$ cat config.mk
export PLATFORM = sky130hd
export DESIGN_NAME = static_linked_list_engine_unit
export DESIGN_NICKNAME = d
export VERILOG_FILES = /design/src/rtl/core/slle_pkg.sv /design/src/rtl/core/static_linked_list_engine_unit.sv /design/src/rtl/core/slle_ram.sv /design/src/rtl/core/slle_ctrl.sv /design/src/rtl/core/slle_dp.sv
export VERILOG_INCLUDE_DIRS = /design/src /design/src/rtl/core
export SDC_FILE = /design/constraint.sdc
export NUM_CORES = 1
export LEC_CHECK = 0
export BUFFER_PORTS_ARGS = -buffer_cell sky130_fd_sc_hd__buf_2
export CORE_UTILIZATION = 55
export CTS_CLUSTER_DIAMETER = 40
export CTS_CLUSTER_SIZE = 40
export DETAILED_ROUTE_END_ITERATION = 6
export GPL_TIMING_DRIVEN = 0
export PLACE_DENSITY = 0.71
export SLEW_MARGIN = 0
export SYNTH_ARGS = -nofsm -noshare
export SYNTH_HDL_FRONTEND = slang
export SYNTH_HIERARCHICAL = 1
export SYNTH_SLANG_ARGS = --single-unit
export TNS_END_PERCENT = 20
$ cat constraint.sdc
create_clock -name clk -period 8.4 [get_ports clk]
set_clock_uncertainty 0.1 [all_clocks]
set_input_delay 1.68 -clock clk [delete_from_list [all_inputs] [get_ports clk]]
set_output_delay 1.68 -clock clk [all_outputs]
set_load 0.02 [all_outputs]
$ cat src/rtl/core/assert_macros.svh
// Assertion macros shared by the linked-list engine RTL.
// No dependencies; the checks compile away when SYNTHESIS is defined.
`ifndef ASSERT_MACROS_SVH
`define ASSERT_MACROS_SVH

`ifndef SYNTHESIS
`define ASSERT_RST(label, clock, reset, prop) \
  label: assert property (@(posedge clock) disable iff (reset) prop) \
    else $error("%m: assertion failed");
`define ASSERT_ALWAYS(label, clock, prop) \
  label: assert property (@(posedge clock) prop) \
    else $error("%m: assertion failed");
`else
`define ASSERT_RST(label, clock, reset, prop)
`define ASSERT_ALWAYS(label, clock, prop)
`endif

`endif

$ cat src/rtl/core/slle_pkg.sv
// Shared types and constants of the static linked-list engine.
// Used by the controller, the datapath and the top level; no dependencies.
package slle_pkg;

  localparam int OP_W   = 2;
  localparam int POS_W  = 6;
  localparam int DATA_W = 8;
  localparam int CNT_W  = 6;

  typedef enum logic [1:0] {
    OP_INSERT   = 2'd0,
    OP_DELETE   = 2'd1,
    OP_TRAVERSE = 2'd2,
    OP_CLEAR    = 2'd3
  } op_t;

  typedef enum logic [1:0] {
    RD_ZERO = 2'd0,
    RD_HEAD = 2'd1,
    RD_LINK = 2'd2
  } rd_sel_t;

  typedef enum logic [1:0] {
    WA_ZERO  = 2'd0,
    WA_K     = 2'd1,
    WA_FRESH = 2'd2
  } wr_addr_sel_t;

  typedef enum logic {
    WD_LINK  = 1'b0,
    WD_FRESH = 1'b1
  } wr_data_sel_t;

  typedef enum logic [1:0] {
    OUT_OK   = 2'd0,
    OUT_ERR  = 2'd1,
    OUT_ELEM = 2'd2
  } out_kind_t;

  typedef struct packed {
    logic         latch_in;
    logic         rd_en;
    rd_sel_t      rd_sel;
    logic         wr_en;
    wr_addr_sel_t wr_addr_sel;
    wr_data_sel_t wr_data_sel;
    logic         es_wr;
    logic         ld_fresh;
    logic         k_ld_head;
    logic         k_ld_link;
    logic         step_init;
    logic         step_inc;
    logic         cnt_inc;
    logic         cnt_dec;
    logic         cnt_clr;
    logic         out_load;
    out_kind_t    out_kind;
  } cmd_t;

  typedef struct packed {
    op_t  op;
    logic ins_ok;
    logic del_ok;
    logic cnt_zero;
    logic link_zero;
    logic pos_one;
    logic walk_last;
    logic trav_fin;
    logic out_free;
  } stat_t;

endpackage

$ cat src/rtl/core/static_linked_list_engine_unit.sv
// Static linked-list engine: insert, delete, traverse and clear, one command at a
// time. A traverse emits one element per cycle while results are taken; the next
// command is accepted only once the previous one, rejected or not, is finished.
// Insert and delete walk down the link chain, one link-memory read a cycle.
// Reset (synchronous, active high) empties the list at once; no clearing pass.
// Depends on slle_pkg, slle_ctrl, slle_dp, slle_ram and assert_macros.svh.
`include "assert_macros.svh"

module static_linked_list_engine_unit #(
  parameter int LIST_SLOTS = 64
) (
  input  logic                         clk,
  input  logic                         rst,
  input  logic                         in_valid,
  output logic                         in_ready,
  input  logic [slle_pkg::OP_W-1:0]    op,
  input  logic [slle_pkg::POS_W-1:0]   position,
  input  logic [slle_pkg::DATA_W-1:0]  data,
  output logic                         out_valid,
  input  logic                         out_ready,
  output logic                         status,
  output logic [slle_pkg::CNT_W-1:0]   count,
  output logic [slle_pkg::DATA_W-1:0]  element,
  output logic                         element_valid,
  output logic                         last
);
  import slle_pkg::*;

  cmd_t  cmd;
  stat_t stat;

  slle_ctrl u_ctrl (
    .clk      (clk),
    .rst      (rst),
    .in_valid (in_valid),
    .in_ready (in_ready),
    .stat     (stat),
    .cmd      (cmd)
  );

  slle_dp #(.LIST_SLOTS(LIST_SLOTS)) u_dp (
    .clk           (clk),
    .rst           (rst),
    .cmd           (cmd),
    .stat          (stat),
    .op            (op),
    .position      (position),
    .data          (data),
    .out_valid     (out_valid),
    .out_ready     (out_ready),
    .status        (status),
    .count         (count),
    .element       (element),
    .element_valid (element_valid),
    .last          (last)
  );

  `ASSERT_RST(a_busy_after_accept, clk, rst, (in_valid && in_ready) |=> !in_ready)
  `ASSERT_RST(a_count_bound, clk, rst, out_valid |-> (count <= CNT_W'(LIST_SLOTS - 2)))
  `ASSERT_RST(a_err_no_elem, clk, rst, (out_valid && status) |-> (!element_valid && last))
  `ASSERT_RST(a_empty_is_zero, clk, rst, (out_valid && !element_valid) |-> (element == '0 && last))

endmodule

$ cat src/rtl/core/slle_ram.sv
// Generic simple dual-port RAM: one write port, one read port, registered read.
// No dependencies.
module slle_ram #(
  parameter int WIDTH = 8,
  parameter int DEPTH = 64,
  localparam int AW = $clog2(DEPTH)
) (
  input  logic             clk,
  input  logic             wr_en,
  input  logic [AW-1:0]    wr_addr,
  input  logic [WIDTH-1:0] wr_data,
  input  logic             rd_en,
  input  logic [AW-1:0]    rd_addr,
  output logic [WIDTH-1:0] rd_data
);

  logic [WIDTH-1:0] mem [DEPTH];

  always_ff @(posedge clk) begin
    if (wr_en) begin
      mem[wr_addr] <= wr_data;
    end
    if (rd_en) begin
      rd_data <= mem[rd_addr];
    end
  end

endmodule

$ cat src/rtl/core/slle_ctrl.sv
// Controller of the linked-list engine: sequences each operation as a
// series of link-memory reads and writes. Depends on slle_pkg.
module slle_ctrl (
  input  logic            clk,
  input  logic            rst,
  input  logic            in_valid,
  output logic            in_ready,
  input  slle_pkg::stat_t stat,
  output slle_pkg::cmd_t  cmd
);
  import slle_pkg::*;

  localparam logic [3:0] S_IDLE       = 4'd0;
  localparam logic [3:0] S_DISPATCH   = 4'd1;
  localparam logic [3:0] S_INS_POP    = 4'd2;
  localparam logic [3:0] S_WALK       = 4'd3;
  localparam logic [3:0] S_INS_LINK   = 4'd4;
  localparam logic [3:0] S_INS_HOOK   = 4'd5;
  localparam logic [3:0] S_DEL_VICT   = 4'd6;
  localparam logic [3:0] S_DEL_UNLINK = 4'd7;
  localparam logic [3:0] S_DEL_FREE   = 4'd8;
  localparam logic [3:0] S_DEL_PUSH   = 4'd9;
  localparam logic [3:0] S_TRAV_HEAD  = 4'd10;
  localparam logic [3:0] S_TRAV_EMIT  = 4'd11;
  localparam logic [3:0] S_REPLY      = 4'd12;

  logic [3:0] state;
  logic [3:0] state_next;
  out_kind_t  reply;
  out_kind_t  reply_next;

  always_ff @(posedge clk) begin
    if (rst) begin
      state <= S_IDLE;
      reply <= OUT_OK;
    end else begin
      state <= state_next;
      reply <= reply_next;
    end
  end

  assign in_ready = (state == S_IDLE);

  always_comb begin
    cmd        = '0;
    state_next = state;
    reply_next = reply;
    case (state)
      S_IDLE: begin
        // The free-list head is fetched up front; insert needs it next cycle.
        if (in_valid) begin
          cmd.latch_in = 1'b1;
          cmd.rd_en    = 1'b1;
          cmd.rd_sel   = RD_ZERO;
          state_next   = S_DISPATCH;
        end
      end
      S_DISPATCH: begin
        case (stat.op)
          OP_INSERT: begin
            if (stat.ins_ok) begin
              cmd.ld_fresh = 1'b1;
              cmd.rd_en    = 1'b1;
              cmd.rd_sel   = RD_LINK;
              state_next   = S_INS_POP;
            end else begin
              reply_next = OUT_ERR;
              state_next = S_REPLY;
            end
          end
          OP_DELETE: begin
            if (stat.del_ok) begin
              cmd.rd_en     = 1'b1;
              cmd.rd_sel    = RD_HEAD;
              cmd.k_ld_head = 1'b1;
              cmd.step_init = 1'b1;
              state_next    = stat.pos_one ? S_DEL_VICT : S_WALK;
            end else begin
              reply_next = OUT_ERR;
              state_next = S_REPLY;
            end
          end
          OP_TRAVERSE: begin
            if (stat.cnt_zero) begin
              reply_next = OUT_OK;
              state_next = S_REPLY;
            end else begin
              cmd.rd_en  = 1'b1;
              cmd.rd_sel = RD_HEAD;
              state_next = S_TRAV_HEAD;
            end
          end
          default: begin
            cmd.cnt_clr = 1'b1;
            reply_next  = OUT_OK;
            state_next  = S_REPLY;
          end
        endcase
      end
      S_INS_POP: begin
        // Unlink the fresh slot from the free list and start the walk.
        cmd.wr_en       = 1'b1;
        cmd.wr_addr_sel = WA_ZERO;
        cmd.wr_data_sel = WD_LINK;
        cmd.es_wr       = 1'b1;
        cmd.rd_en       = 1'b1;
        cmd.rd_sel      = RD_HEAD;
        cmd.k_ld_head   = 1'b1;
        cmd.step_init   = 1'b1;
        state_next      = stat.pos_one ? S_INS_LINK : S_WALK;
      end
      S_WALK: begin
        cmd.k_ld_link = 1'b1;
        cmd.step_inc  = 1'b1;
        cmd.rd_en     = 1'b1;
        cmd.rd_sel    = RD_LINK;
        if (stat.walk_last) begin
          state_next = (stat.op == OP_INSERT) ? S_INS_LINK : S_DEL_VICT;
        end
      end
      S_INS_LINK: begin
        cmd.wr_en       = 1'b1;
        cmd.wr_addr_sel = WA_FRESH;
        cmd.wr_data_sel = WD_LINK;
        state_next      = S_INS_HOOK;
      end
      S_INS_HOOK: begin
        cmd.wr_en       = 1'b1;
        cmd.wr_addr_sel = WA_K;
        cmd.wr_data_sel = WD_FRESH;
        cmd.cnt_inc     = 1'b1;
        reply_next      = OUT_OK;
        state_next      = S_REPLY;
      end
      S_DEL_VICT: begin
        cmd.ld_fresh = 1'b1;
        cmd.rd_en    = 1'b1;
        cmd.rd_sel   = RD_LINK;
        state_next   = S_DEL_UNLINK;
      end
      S_DEL_UNLINK: begin
        cmd.wr_en       = 1'b1;
        cmd.wr_addr_sel = WA_K;
        cmd.wr_data_sel = WD_LINK;
        cmd.rd_en       = 1'b1;
        cmd.rd_sel      = RD_ZERO;
        state_next      = S_DEL_FREE;
      end
      S_DEL_FREE: begin
        cmd.wr_en       = 1'b1;
        cmd.wr_addr_sel = WA_FRESH;
        cmd.wr_data_sel = WD_LINK;
        state_next      = S_DEL_PUSH;
      end
      S_DEL_PUSH: begin
        cmd.wr_en       = 1'b1;
        cmd.wr_addr_sel = WA_ZERO;
        cmd.wr_data_sel = WD_FRESH;
        cmd.cnt_dec     = 1'b1;
        reply_next      = OUT_OK;
        state_next      = S_REPLY;
      end
      S_TRAV_HEAD: begin
        if (stat.link_zero) begin
          reply_next = OUT_OK;
          state_next = S_REPLY;
        end else begin
          cmd.step_init = 1'b1;
          cmd.rd_en     = 1'b1;
          cmd.rd_sel    = RD_LINK;
          state_next    = S_TRAV_EMIT;
        end
      end
      S_TRAV_EMIT: begin
        // One element per beat; the next node is fetched as this one leaves.
        if (stat.out_free) begin
          cmd.out_load = 1'b1;
          cmd.out_kind = OUT_ELEM;
          if (stat.trav_fin) begin
            state_next = S_IDLE;
          end else begin
            cmd.step_inc = 1'b1;
            cmd.rd_en    = 1'b1;
            cmd.rd_sel   = RD_LINK;
          end
        end
      end
      S_REPLY: begin
        if (stat.out_free) begin
          cmd.out_load = 1'b1;
          cmd.out_kind = reply;
          state_next   = S_IDLE;
        end
      end
      default: begin
        state_next = S_IDLE;
      end
    endcase
  end

endmodule

$ cat src/rtl/core/slle_dp.sv
// Datapath of the linked-list engine: link and element memories, walk
// registers, element count and the output register. Depends on slle_pkg, slle_ram.
module slle_dp #(
  parameter int LIST_SLOTS = 64
) (
  input  logic                         clk,
  input  logic                         rst,
  input  slle_pkg::cmd_t               cmd,
  output slle_pkg::stat_t              stat,
  input  logic [slle_pkg::OP_W-1:0]    op,
  input  logic [slle_pkg::POS_W-1:0]   position,
  input  logic [slle_pkg::DATA_W-1:0]  data,
  output logic                         out_valid,
  input  logic                         out_ready,
  output logic                         status,
  output logic [slle_pkg::CNT_W-1:0]   count,
  output logic [slle_pkg::DATA_W-1:0]  element,
  output logic                         element_valid,
  output logic                         last
);
  import slle_pkg::*;

  localparam int IW  = $clog2(LIST_SLOTS);
  localparam int CW1 = CNT_W + 1;
  localparam logic [IW-1:0]    HEAD = IW'(LIST_SLOTS - 1);
  localparam logic [CNT_W-1:0] CAP  = CNT_W'(LIST_SLOTS - 2);

  // Link value of a slot that has not been written since reset or clear.
  function automatic logic [IW-1:0] reset_link(input logic [IW-1:0] a);
    logic [IW-1:0] r;
    r = '0;
    if (int'(a) < LIST_SLOTS - 2) begin
      r = a + IW'(1);
    end
    return r;
  endfunction

  op_t                op_q;
  logic [POS_W-1:0]   pos_q;
  logic [DATA_W-1:0]  data_q;
  logic [CNT_W-1:0]   cnt;
  logic [IW-1:0]      k;
  logic [IW-1:0]      fresh;
  logic [CNT_W-1:0]   step;
  logic [LIST_SLOTS-1:0] vld;
  logic               rd_vld_q;
  logic [IW-1:0]      rd_addr_q;

  logic [IW-1:0]      rd_addr;
  logic [IW-1:0]      wr_addr;
  logic [IW-1:0]      wr_data;
  logic [IW-1:0]      link_raw;
  logic [IW-1:0]      link;
  logic [DATA_W-1:0]  es_rd;

  always_comb begin
    case (cmd.rd_sel)
      RD_ZERO: rd_addr = '0;
      RD_HEAD: rd_addr = HEAD;
      RD_LINK: rd_addr = link;
      default: rd_addr = '0;
    endcase
    case (cmd.wr_addr_sel)
      WA_ZERO:  wr_addr = '0;
      WA_K:     wr_addr = k;
      WA_FRESH: wr_addr = fresh;
      default:  wr_addr = '0;
    endcase
    wr_data = (cmd.wr_data_sel == WD_FRESH) ? fresh : link;
  end

  slle_ram #(.WIDTH(IW), .DEPTH(LIST_SLOTS)) u_link_ram (
    .clk     (clk),
    .wr_en   (cmd.wr_en),
    .wr_addr (wr_addr),
    .wr_data (wr_data),
    .rd_en   (cmd.rd_en),
    .rd_addr (rd_addr),
    .rd_data (link_raw)
  );

  slle_ram #(.WIDTH(DATA_W), .DEPTH(LIST_SLOTS)) u_elem_ram (
    .clk     (clk),
    .wr_en   (cmd.es_wr),
    .wr_addr (fresh),
    .wr_data (data_q),
    .rd_en   (cmd.rd_en),
    .rd_addr (rd_addr),
    .rd_data (es_rd)
  );

  assign link = rd_vld_q ? link_raw : reset_link(rd_addr_q);

  // Per-slot written flags stand in for the initial free chain, so reset
  // and clear take effect at once without sweeping the link memory.
  always_ff @(posedge clk) begin
    if (rst || cmd.cnt_clr) begin
      vld <= '0;
    end else if (cmd.wr_en) begin
      vld[wr_addr] <= 1'b1;
    end
  end

  always_ff @(posedge clk) begin
    if (rst) begin
      cnt       <= '0;
      out_valid <= 1'b0;
    end else begin
      if (cmd.cnt_clr) begin
        cnt <= '0;
      end else if (cmd.cnt_inc) begin
        cnt <= cnt + CNT_W'(1);
      end else if (cmd.cnt_dec) begin
        cnt <= cnt - CNT_W'(1);
      end
      if (cmd.out_load) begin
        out_valid <= 1'b1;
      end else if (out_ready) begin
        out_valid <= 1'b0;
      end
    end
  end

  always_ff @(posedge clk) begin
    if (cmd.latch_in) begin
      op_q   <= op_t'(op);
      pos_q  <= position;
      data_q <= data;
    end
    if (cmd.rd_en) begin
      rd_vld_q  <= vld[rd_addr];
      rd_addr_q <= rd_addr;
    end
    if (cmd.ld_fresh) begin
      fresh <= link;
    end
    if (cmd.k_ld_head) begin
      k <= HEAD;
    end else if (cmd.k_ld_link) begin
      k <= link;
    end
    if (cmd.step_init) begin
      step <= CNT_W'(1);
    end else if (cmd.step_inc) begin
      step <= step + CNT_W'(1);
    end
    if (cmd.out_load) begin
      count <= cnt;
      case (cmd.out_kind)
        OUT_ELEM: begin
          status        <= 1'b0;
          element       <= es_rd;
          element_valid <= 1'b1;
          last          <= stat.trav_fin;
        end
        OUT_ERR: begin
          status        <= 1'b1;
          element       <= '0;
          element_valid <= 1'b0;
          last          <= 1'b1;
        end
        default: begin
          status        <= 1'b0;
          element       <= '0;
          element_valid <= 1'b0;
          last          <= 1'b1;
        end
      endcase
    end
  end

  always_comb begin
    stat.op        = op_q;
    stat.link_zero = (link == '0);
    stat.cnt_zero  = (cnt == '0);
    stat.pos_one   = (pos_q == POS_W'(1));
    stat.ins_ok    = (pos_q != '0) && (CW1'(pos_q) <= CW1'(cnt) + CW1'(1)) &&
                     (cnt < CAP) && (link != '0);
    stat.del_ok    = (pos_q != '0) && (pos_q <= cnt);
    stat.walk_last = (CW1'(step) + CW1'(1) == CW1'(pos_q));
    stat.trav_fin  = (step == cnt) || (link == '0);
    stat.out_free  = !out_valid || out_ready;
  end

endmodule

==> qor.yml, run 1 <==
synth_edf_count: 956
synth_commonest_cells: "edfxtp_1 (956), nor2_1 (285), mux4_2 (213), a21oi_1 (108), dfxtp_1 (88)"
setup_viol: 0
status: "finished clean"
drive_gt1_frac: 0.2320
postCtsHoldBufs: 0
cts_resized: 2
crit_arrival_ns: 8.50
worst_slack_ns: 0.1819
numClockSinks: 1044
required_ns: 8.69
avgSynthCellArea_sq_um: 17.38
stdcell_area_sq_um: 49090
grt_pass1_vias: 23890
ys_ff_latch: 1044
synth.distinct_cells: 94
power_density_nw_per_um2: 307.7
die_w_microns: 281.0
grt_first_pass_wirelength_microns: 154800
slew-limit-headroom: 0.02176
detail-route-antenna-nets: 0
fmax_mhz: 121.7
critPathKind: "flop to flop"
synthCells: 2463
num-nets-final: 2688
yosys.area.top_type_share: 0.6707
die-area_sq_um: 78950
area_growth_pct: 14.69
cts_tree: "yes"
pre_cts_slack_ns: -0.5821
fin_crit_sh: 0.9783
clk_pin_slew_ns: 0.06
post_drt_wl_per_cell_microns: 28.08
synthFlopType: "edfxtp_1"
gr-total-overflow: 0
finalHoldViolations: 0
multi_input_area_sq_um: 11470
post-cts-setup-buffer-count: 0
hp-class: "flop to flop"
htreeDepth: 3
crit_slowest_cell: "buf_1"
io_buffers: 38
cts-root-buf: "clkbuf_16"
fillers: 5173
fin_crit_ns: 8.218
wl_microns: 106200
grtUsageTotal: 0.2716
viasPerCell: 6.442
utilization: 0.6421
worstMarginPinSlew_ns: 1.462
rsz0062_at_grt: "false"
seq_area_frac_synth: 0.7118
maxSlewViolCount: 0
yosysTopAreaCell: "edfxtp_1"
dp_hpwl_microns: 69890
start_util: 0.5599
gp_congestion: 0.9275
clk_latency_ns: 0.70
cts_buffers: 120
synth.most_common_cell: "edfxtp_1"
vias: 24360
max_stage_delay_ns: 0.88
regArea_sq_um: 30470
async_flop_share: 0
yosys-top-cells-area: "edfxtp_1 (67%), mux4_2 (11%), dfxtp_1 (4.1%), nor2_1 (2.5%), mux2i_1 (1.4%)"
peakVddDrop_v: 0.0004067
leakage_nw: 15.39
core_sq_um: 76450
clockBufferDepth: 3
worstSetupStartpointType: "flop"
num_rows: 101
cp_max_fo: 10
num_io_pins: 39
syn_nets: 2508
drv_cap: 0
placed_cell_area_sq_um: 44790
path_cells: "ha_1 > nor2b_1 > a221o_1 > buf_6 > or4_1 > nor3_2 > a31o_2 > nand2b_1 > a21oi_1 > a21oi_1 > nand2_1 > ha_1 > clkbuf_1 > nor2_1 > buf_4 > buf_2 > buf_1 > nand2_1 > a211oi_1 > nor4_1 > nor3_1 > o32ai_1"
end_kind: "flop"
grt_max_degree: 65
yosysWarnings: 6
netlist_area_sq_um: 42800
die_y_microns: 281.0
drc_errors: 0
drt_first_pass_iters: 6
antenna_found_initial: 0
initialDrtViolationCount: 3020
-- worst max-delay path, delay by kind of cell (launching register included) --
| kind | cells | cell delay, ns |
|---|---|---|
| flip-flops | 1 | 0.50 |
| AND/OR/NAND/NOR | 9 | 2.76 |
| buffers and inverters | 5 | 2.08 |
| AO/OA/AOI/OAI | 6 | 1.65 |
| adder cells (fa/ha/maj) | 2 | 0.79 |
-- cells in the final DEF (no fill, tap or decap), drive strengths merged, types with 14 or more instances in the layout --
cell | synthesis | layout
a211oi | 19 | 19
buf | 79 | 137
nor2b | 43 | 43
nor3 | 42 | 42
ha | 24 | 24
o21ai | 38 | 38
a21oi | 110 | 110
nor2 | 287 | 287
nand2b | 32 | 32
nand3 | 39 | 39
inv | 26 | 63
mux4 | 219 | 219
mux2i | 62 | 62
edfxtp | 956 | 956
mux2 | 29 | 29
o22ai | 23 | 23
nand2 | 65 | 65
o221ai | 17 | 17
clkinv | 0 | 47
dfxtp | 88 | 88
and2 | 14 | 14
clkbuf | 52 | 177
xor2 | 16 | 16
-- kinds of logic after synthesis --
family / count (synthesis) / synth area share
flops: 1044 / 0.7118
simple gates: 589 / 0.06515
mux: 310 / 0.1379
compound gates: 309 / 0.05019
buf+inv: 157 / 0.02110
xor+xnor: 29 / 0.006372
fa+ha+maj: 25 / 0.007483
-- through the flow --
step,setup TNS (ns),power (mW),cells,hold WS (ns)
floorplan,0,8.567,2463,0.3290
global placement,-2.389,9.522,3531,0.3428
detailed placement,-2.560,9.745,3551,0.3501
CTS,0,15.12,3780,0.3640
global route,0,15.57,3780,0.3890
finish,0,15.11,3781,0.3622
-- worst paths after layout --
| path | startpoint | end | slack, ns | depth (start not counted) |
|---|---|---|---|---|
| max | u_dp/rd_addr_q[0]$_DFFE_PP_ | u_dp/u_elem_ram/rd_data[6]$_DFFE_PP_ | 0.18 | 22 |
| min | u_dp/vld[55]$_SDFFE_PP0P_ | u_dp/vld[55]$_SDFFE_PP0P_ | 0.36 | 2 |
| max reg2reg | u_dp/rd_addr_q[0]$_DFFE_PP_ | u_dp/u_elem_ram/rd_data[6]$_DFFE_PP_ | 0.18 | 22 |
| min reg2reg | u_dp/vld[55]$_SDFFE_PP0P_ | u_dp/vld[55]$_SDFFE_PP0P_ | 0.36 | 2 |
-- area by class of cell --
cell class	instances	area share
Clock inverter	104	0.02513
Sequential cell	1044	0.6207
Clock buffer	125	0.06198
Multi-Input combinational cell	1262	0.2337
Tap cell	1030	0.02625
Antenna cell	1	0.00005097
Buffer	131	0.01641
Inverter	26	0.001988
Timing Repair Buffer	58	0.01386
-- layer usage --
| metal | GRT usage | vias to the layer above | part of all wire |
|---|---|---|---|
| li1 | - | 10230 | - |
| met1 | 0.3834 | 12480 | 0.39 |
| met2 | 0.4248 | 1406 | 0.47 |
| met3 | 0.05828 | 238 | 0.10 |
| met4 | 0.08701 | 0 | 0.033 |
| met5 | 0 | - | 0 |
-- sequential cells by signal, indices dropped and copies added, names as in the netlist, 8 cells and up --
name,flops
u_dp/data_q,8
u_dp/element,8
u_dp/u_elem_ram/mem,512
u_dp/u_elem_ram/rd_data,8
u_dp/u_link_ram/mem,384
u_dp/vld,64
-- where the power goes --
part / internal (mW) / leakage (nW) / switching [mW]
clock: 3.09 / 2.07 / 2.31
combinational: 0.872 / 3.97 / 2.03
sequential: 6.63 / 9.35 / 0.166
Power figures use the tool's default switching activity.
==> run 2: changes to the inputs <==
- CELL_PAD_IN_SITES_DETAIL_PLACEMENT: not set -> 1
- CELL_PAD_IN_SITES_GLOBAL_PLACEMENT: not set -> 1
- PLACE_DENSITY: 0.71 -> not set
- PLACE_DENSITY_LB_ADDON: not set -> 0.1
==> run 2 against run 1 <==
Net effect:
- global-route usage grew 3.7 points
- clock power rose by 10%
- via count grew 1.8%
==> qor.yml, run 2 (synthesis gave the netlist of run 1 again) <==
status: "finished clean"  # unchanged
dp_hpwl_microns: 77870  # was 69890 microns
power_density_nw_per_um2: 319.0  # was 307.7 nW/um^2
num_rows: 101  # unchanged
num_io_pins: 39  # unchanged
p_seq_frac: 0.430  # was 0.450
num-nets-final: 2706  # was 2688
grtUsageTotal: 0.3090  # was 0.2716
comb_power_share: 0.192  # about the same
largest_register: "u_dp/u_elem_ram/mem"  # unchanged
layout_common_cells: "edfxtp_1 (956), nor2_1 (282), mux4_2 (213)"  # was edfxtp_1 (956), nor2_1 (283), mux4_2 (213)
worstReg2RegEnd: "u_dp/u_elem_ram/rd_data[5]$_DFFE_PP_"  # was u_dp/u_elem_ram/rd_data[6]$_DFFE_PP_
fin_crit_ns: 8.184  # was 8.218 ns
core_sq_um: 76450  # unchanged
p_clk_frac: 0.377  # was 0.358
cp_max_fo: 10  # unchanged
cts_buffers: 136  # was 120
placed_cell_area_sq_um: 44820  # was 44790 sq um
wl_met2_microns: 56370  # was 49650 microns
cp.depth: 23  # was 22
maxSlewViolCount: 0  # unchanged
finalHoldViolations: 0  # unchanged
pre_cts_slack_ns: -0.3409  # was -0.5821 ns
crit_top_cell: "a21oi_1"
largestRegisters: "u_dp/u_elem_ram/mem: 512 flops, u_dp/u_link_ram/mem: 384 flops, u_dp/vld: 64 flops"  # unchanged
die-area_sq_um: 78950  # unchanged
cts_tree: "yes"  # unchanged
wl_microns: 119100  # was 106200 microns
dp.cells: 3553  # was 3551
cp_top_family: "simple AND/OR/NAND/NOR gates"  # unchanged
die_w_microns: 281.0  # unchanged
required_ns: 8.67  # was 8.69 ns
drv_cap: 0  # unchanged
crit_slowest_cell: "nor2_2"  # was buf_1
end_kind: "flop"  # unchanged
dr_wl_met3_microns: 10440  # was 11070 microns
setup_viol: 0  # unchanged
drive_gt1_frac: 0.2379  # was 0.2320
fmax_mhz: 122.2  # was 121.7 MHz
drt_first_pass_iters: 7  # was 6
die_y_microns: 281.0  # unchanged
clk_latency_ns: 0.73  # was 0.70 ns
post_drt_wl_per_cell_microns: 31.31  # was 28.08 microns
gp_congestion: 0.9257  # was 0.9275
io_buffers: 38  # unchanged
stdcell_area_sq_um: 49600  # was 49090 sq um
slew-limit-headroom: 0.02636  # was 0.02176
path_cells: "ha_1 > nor2b_1 > a221o_1 > buf_6 > or4_1 > nor3_2 > a31o_2 > nand2b_1 > a21oi_1 > a21oi_1 > nand2_1 > ha_1 > clkbuf_1 > nor2_2 > buf_4 > buf_2 > buf_4 > buf_2 > nand3_1 > o221ai_1 > a21oi_1 > o21ai_1 > o41ai_1"  # was ha_1 > nor2b_1 > a221o_1 > buf_6 > or4_1 > nor3_2 > a31o_2 > nand2b_1 > a21oi_1 > a21oi_1 > nand2_1 > ha_1 > clkbuf_1 > nor2_1 > buf_4 > buf_2 > buf_1 > nand2_1 > a211oi_1 > nor4_1 > nor3_1 > o32ai_1
fin_crit_sh: 0.9743  # was 0.9783
p_int_mw: 11.13  # was 10.60 mW
hp-class: "flop to flop"  # unchanged
detail-route-antenna-nets: 0  # unchanged
maxUsedRoutingLayer: "met5"  # was met4
clk_pin_slew_ns: 0.07  # was 0.06 ns
viasPerCell: 6.517  # was 6.442
largest_register_ffs: 512  # unchanged
worstMarginPinSlew_ns: 1.445  # was 1.462 ns
start_util: 0.5599  # unchanged
initialDrtViolationCount: 2682  # was 3020
r2r_slack_ns: 0.22  # was 0.18 ns
gr-total-overflow: 0  # unchanged
grt_max_degree: 65  # unchanged
fin_cells: 3805  # was 3781
clockBufferDepth: 3  # unchanged
worstSetupStartpointType: "flop"  # unchanged
max_stage_delay_ns: 0.69  # was 0.88 ns
vias: 24800  # was 24360
area_growth_pct: 15.88  # was 14.69%
postCtsHoldBufs: 0  # unchanged
grt_pass1_vias: 25890  # was 23890
crit_path_start: "u_dp/rd_addr_q[0]$_DFFE_PP_"  # unchanged
post-cts-setup-buffer-count: 0  # unchanged
switching_share: 0.2965  # was 0.2986
peakVddDrop_v: 0.0002852  # was 0.0004067 V
grt_first_pass_wirelength_microns: 173800  # was 154800 microns
layout.cells.most_common: "edfxtp_1"  # unchanged
crit_arrival_ns: 8.46  # was 8.50 ns
htreeDepth: 4  # was 3
path_buf_inv: 6  # was 5
antenna_found_initial: 5  # was 0
numClockSinks: 1044  # unchanged
switchingPower_mw: 4.691  # was 4.510 mW
met1_length_microns: 48310  # was 41930 microns
fillers: 6535  # was 5173
cts-root-buf: "clkbuf_16"  # unchanged
rsz0062_at_grt: "false"  # unchanged
critPathKind: "flop to flop"  # unchanged
worst_slack_ns: 0.2163  # was 0.1819 ns
leakage_nw: 15.63  # was 15.39 nW
timing.rr.start: "u_dp/rd_addr_q[0]$_DFFE_PP_"  # unchanged
reg2reg_depth: 23  # was 22
critPathCapture: "u_dp/u_elem_ram/rd_data[5]$_DFFE_PP_"  # was u_dp/u_elem_ram/rd_data[6]$_DFFE_PP_
drc_errors: 0  # unchanged
## run 2: cell count changes in the layout (fill, tap and decap cells not counted), moves of 3 or more
cell / delta
clkbuf_16: +19
clkinv_8: -10
clkinv_2: -3
nor3_1: -3
clkinvlp_4: +5
clkbuf_2: +4
clkbuf_8: +3
inv_16: +5
inv_6: -6
nor3_2: +3
bufinv_16: +3
inv_8: -6
clkbuf_1: +6
clkinv_4: +5
## run 2: area by class of cell
type                    count  area [sq um]  area share
multi-input cells        1262         11480      0.2315
inverters                  26         97.59    0.001968
repair buffers             62         726.9     0.01466
clock inverters            96          1152     0.02323
diodes                      1         2.502  0.00005045
well taps                1030          1289     0.02598
flip-flops and latches   1044         30470      0.6143
plain buffers             129         802.0     0.01617
clock buffers             155          3580     0.07217
## run 2: layer usage
metal  global-route usage  up-vias
li1                     -    10290
met1               0.4334    12980
met2               0.4803     1280
met3              0.06750      251
met4               0.1108        2
met5                    0        -
## run 2: power groups by stage
stage	clock [mW]	sequential (mW)	combinational, mW
2_1_floorplan	0	6.90	1.67
3_3_place_gp	0	7.07	2.51
3_5_place_dp	0	6.91	2.97
4_1_cts	6.04	6.81	3.00
5_1_grt	6.21	6.83	3.22
6_report	5.97	6.81	3.04
## run 2: stage by stage
| step | hold WS, ns | utilization | setup TNS [ns] | total power, mW |
|---|---|---|---|---|
| floorplan | 0.3290 | - | 0 | 8.567 |
| global placement | 0.3416 | 0.5792 | -2.893 | 9.579 |
| detailed placement | 0.3554 | 0.5862 | -1.402 | 9.877 |
| CTS | 0.3695 | 0.6482 | 0 | 15.84 |
| global route | 0.3986 | 0.6488 | 0 | 16.26 |
| finish | 0.3698 | 0.6488 | 0 | 15.82 |
## run 2: repair_timing
item | 4_1_cts | 5_1_grt
cloned | 0 | 0
pin swaps | 0 | 1
hold endpoints to repair | 0 | 0
gates resized for setup | 3 | 9
endpoints found under the setup margin | 5 | 8
## run 2: worst min-delay path by stage
stage                                   start                         to  slack (ns)  depth (start not counted)
floorplan           u_dp/vld[24]$_SDFFE_PP0P_  u_dp/vld[24]$_SDFFE_PP0P_        0.33                          2
global placement    u_dp/vld[29]$_SDFFE_PP0P_  u_dp/vld[29]$_SDFFE_PP0P_        0.34                          2
detailed placement  u_dp/vld[44]$_SDFFE_PP0P_  u_dp/vld[44]$_SDFFE_PP0P_        0.36                          2
CTS                 u_dp/vld[44]$_SDFFE_PP0P_  u_dp/vld[44]$_SDFFE_PP0P_        0.37                          2
global route        u_dp/vld[23]$_SDFFE_PP0P_  u_dp/vld[23]$_SDFFE_PP0P_        0.40                          2
finish               u_dp/vld[1]$_SDFFE_PP0P_   u_dp/vld[1]$_SDFFE_PP0P_        0.37                          2
## run 2: worst register-to-register path, cell delays in order (launching register included)
cell and delay (ns):
edfxtp_1 0.52, ha_1 0.37, nor2b_1 0.14, a221o_1 0.33, buf_6 0.15, or4_1 0.53, nor3_2 0.42, a31o_2 0.21
nand2b_1 0.10, a21oi_1 0.21, a21oi_1 0.24, nand2_1 0.11, ha_1 0.41, clkbuf_1 0.34, nor2_2 0.69, buf_4 0.36
buf_2 0.33, buf_4 0.31, buf_2 0.41, nand3_1 0.50, o221ai_1 0.52, a21oi_1 0.09, o21ai_1 0.18, o41ai_1 0.25
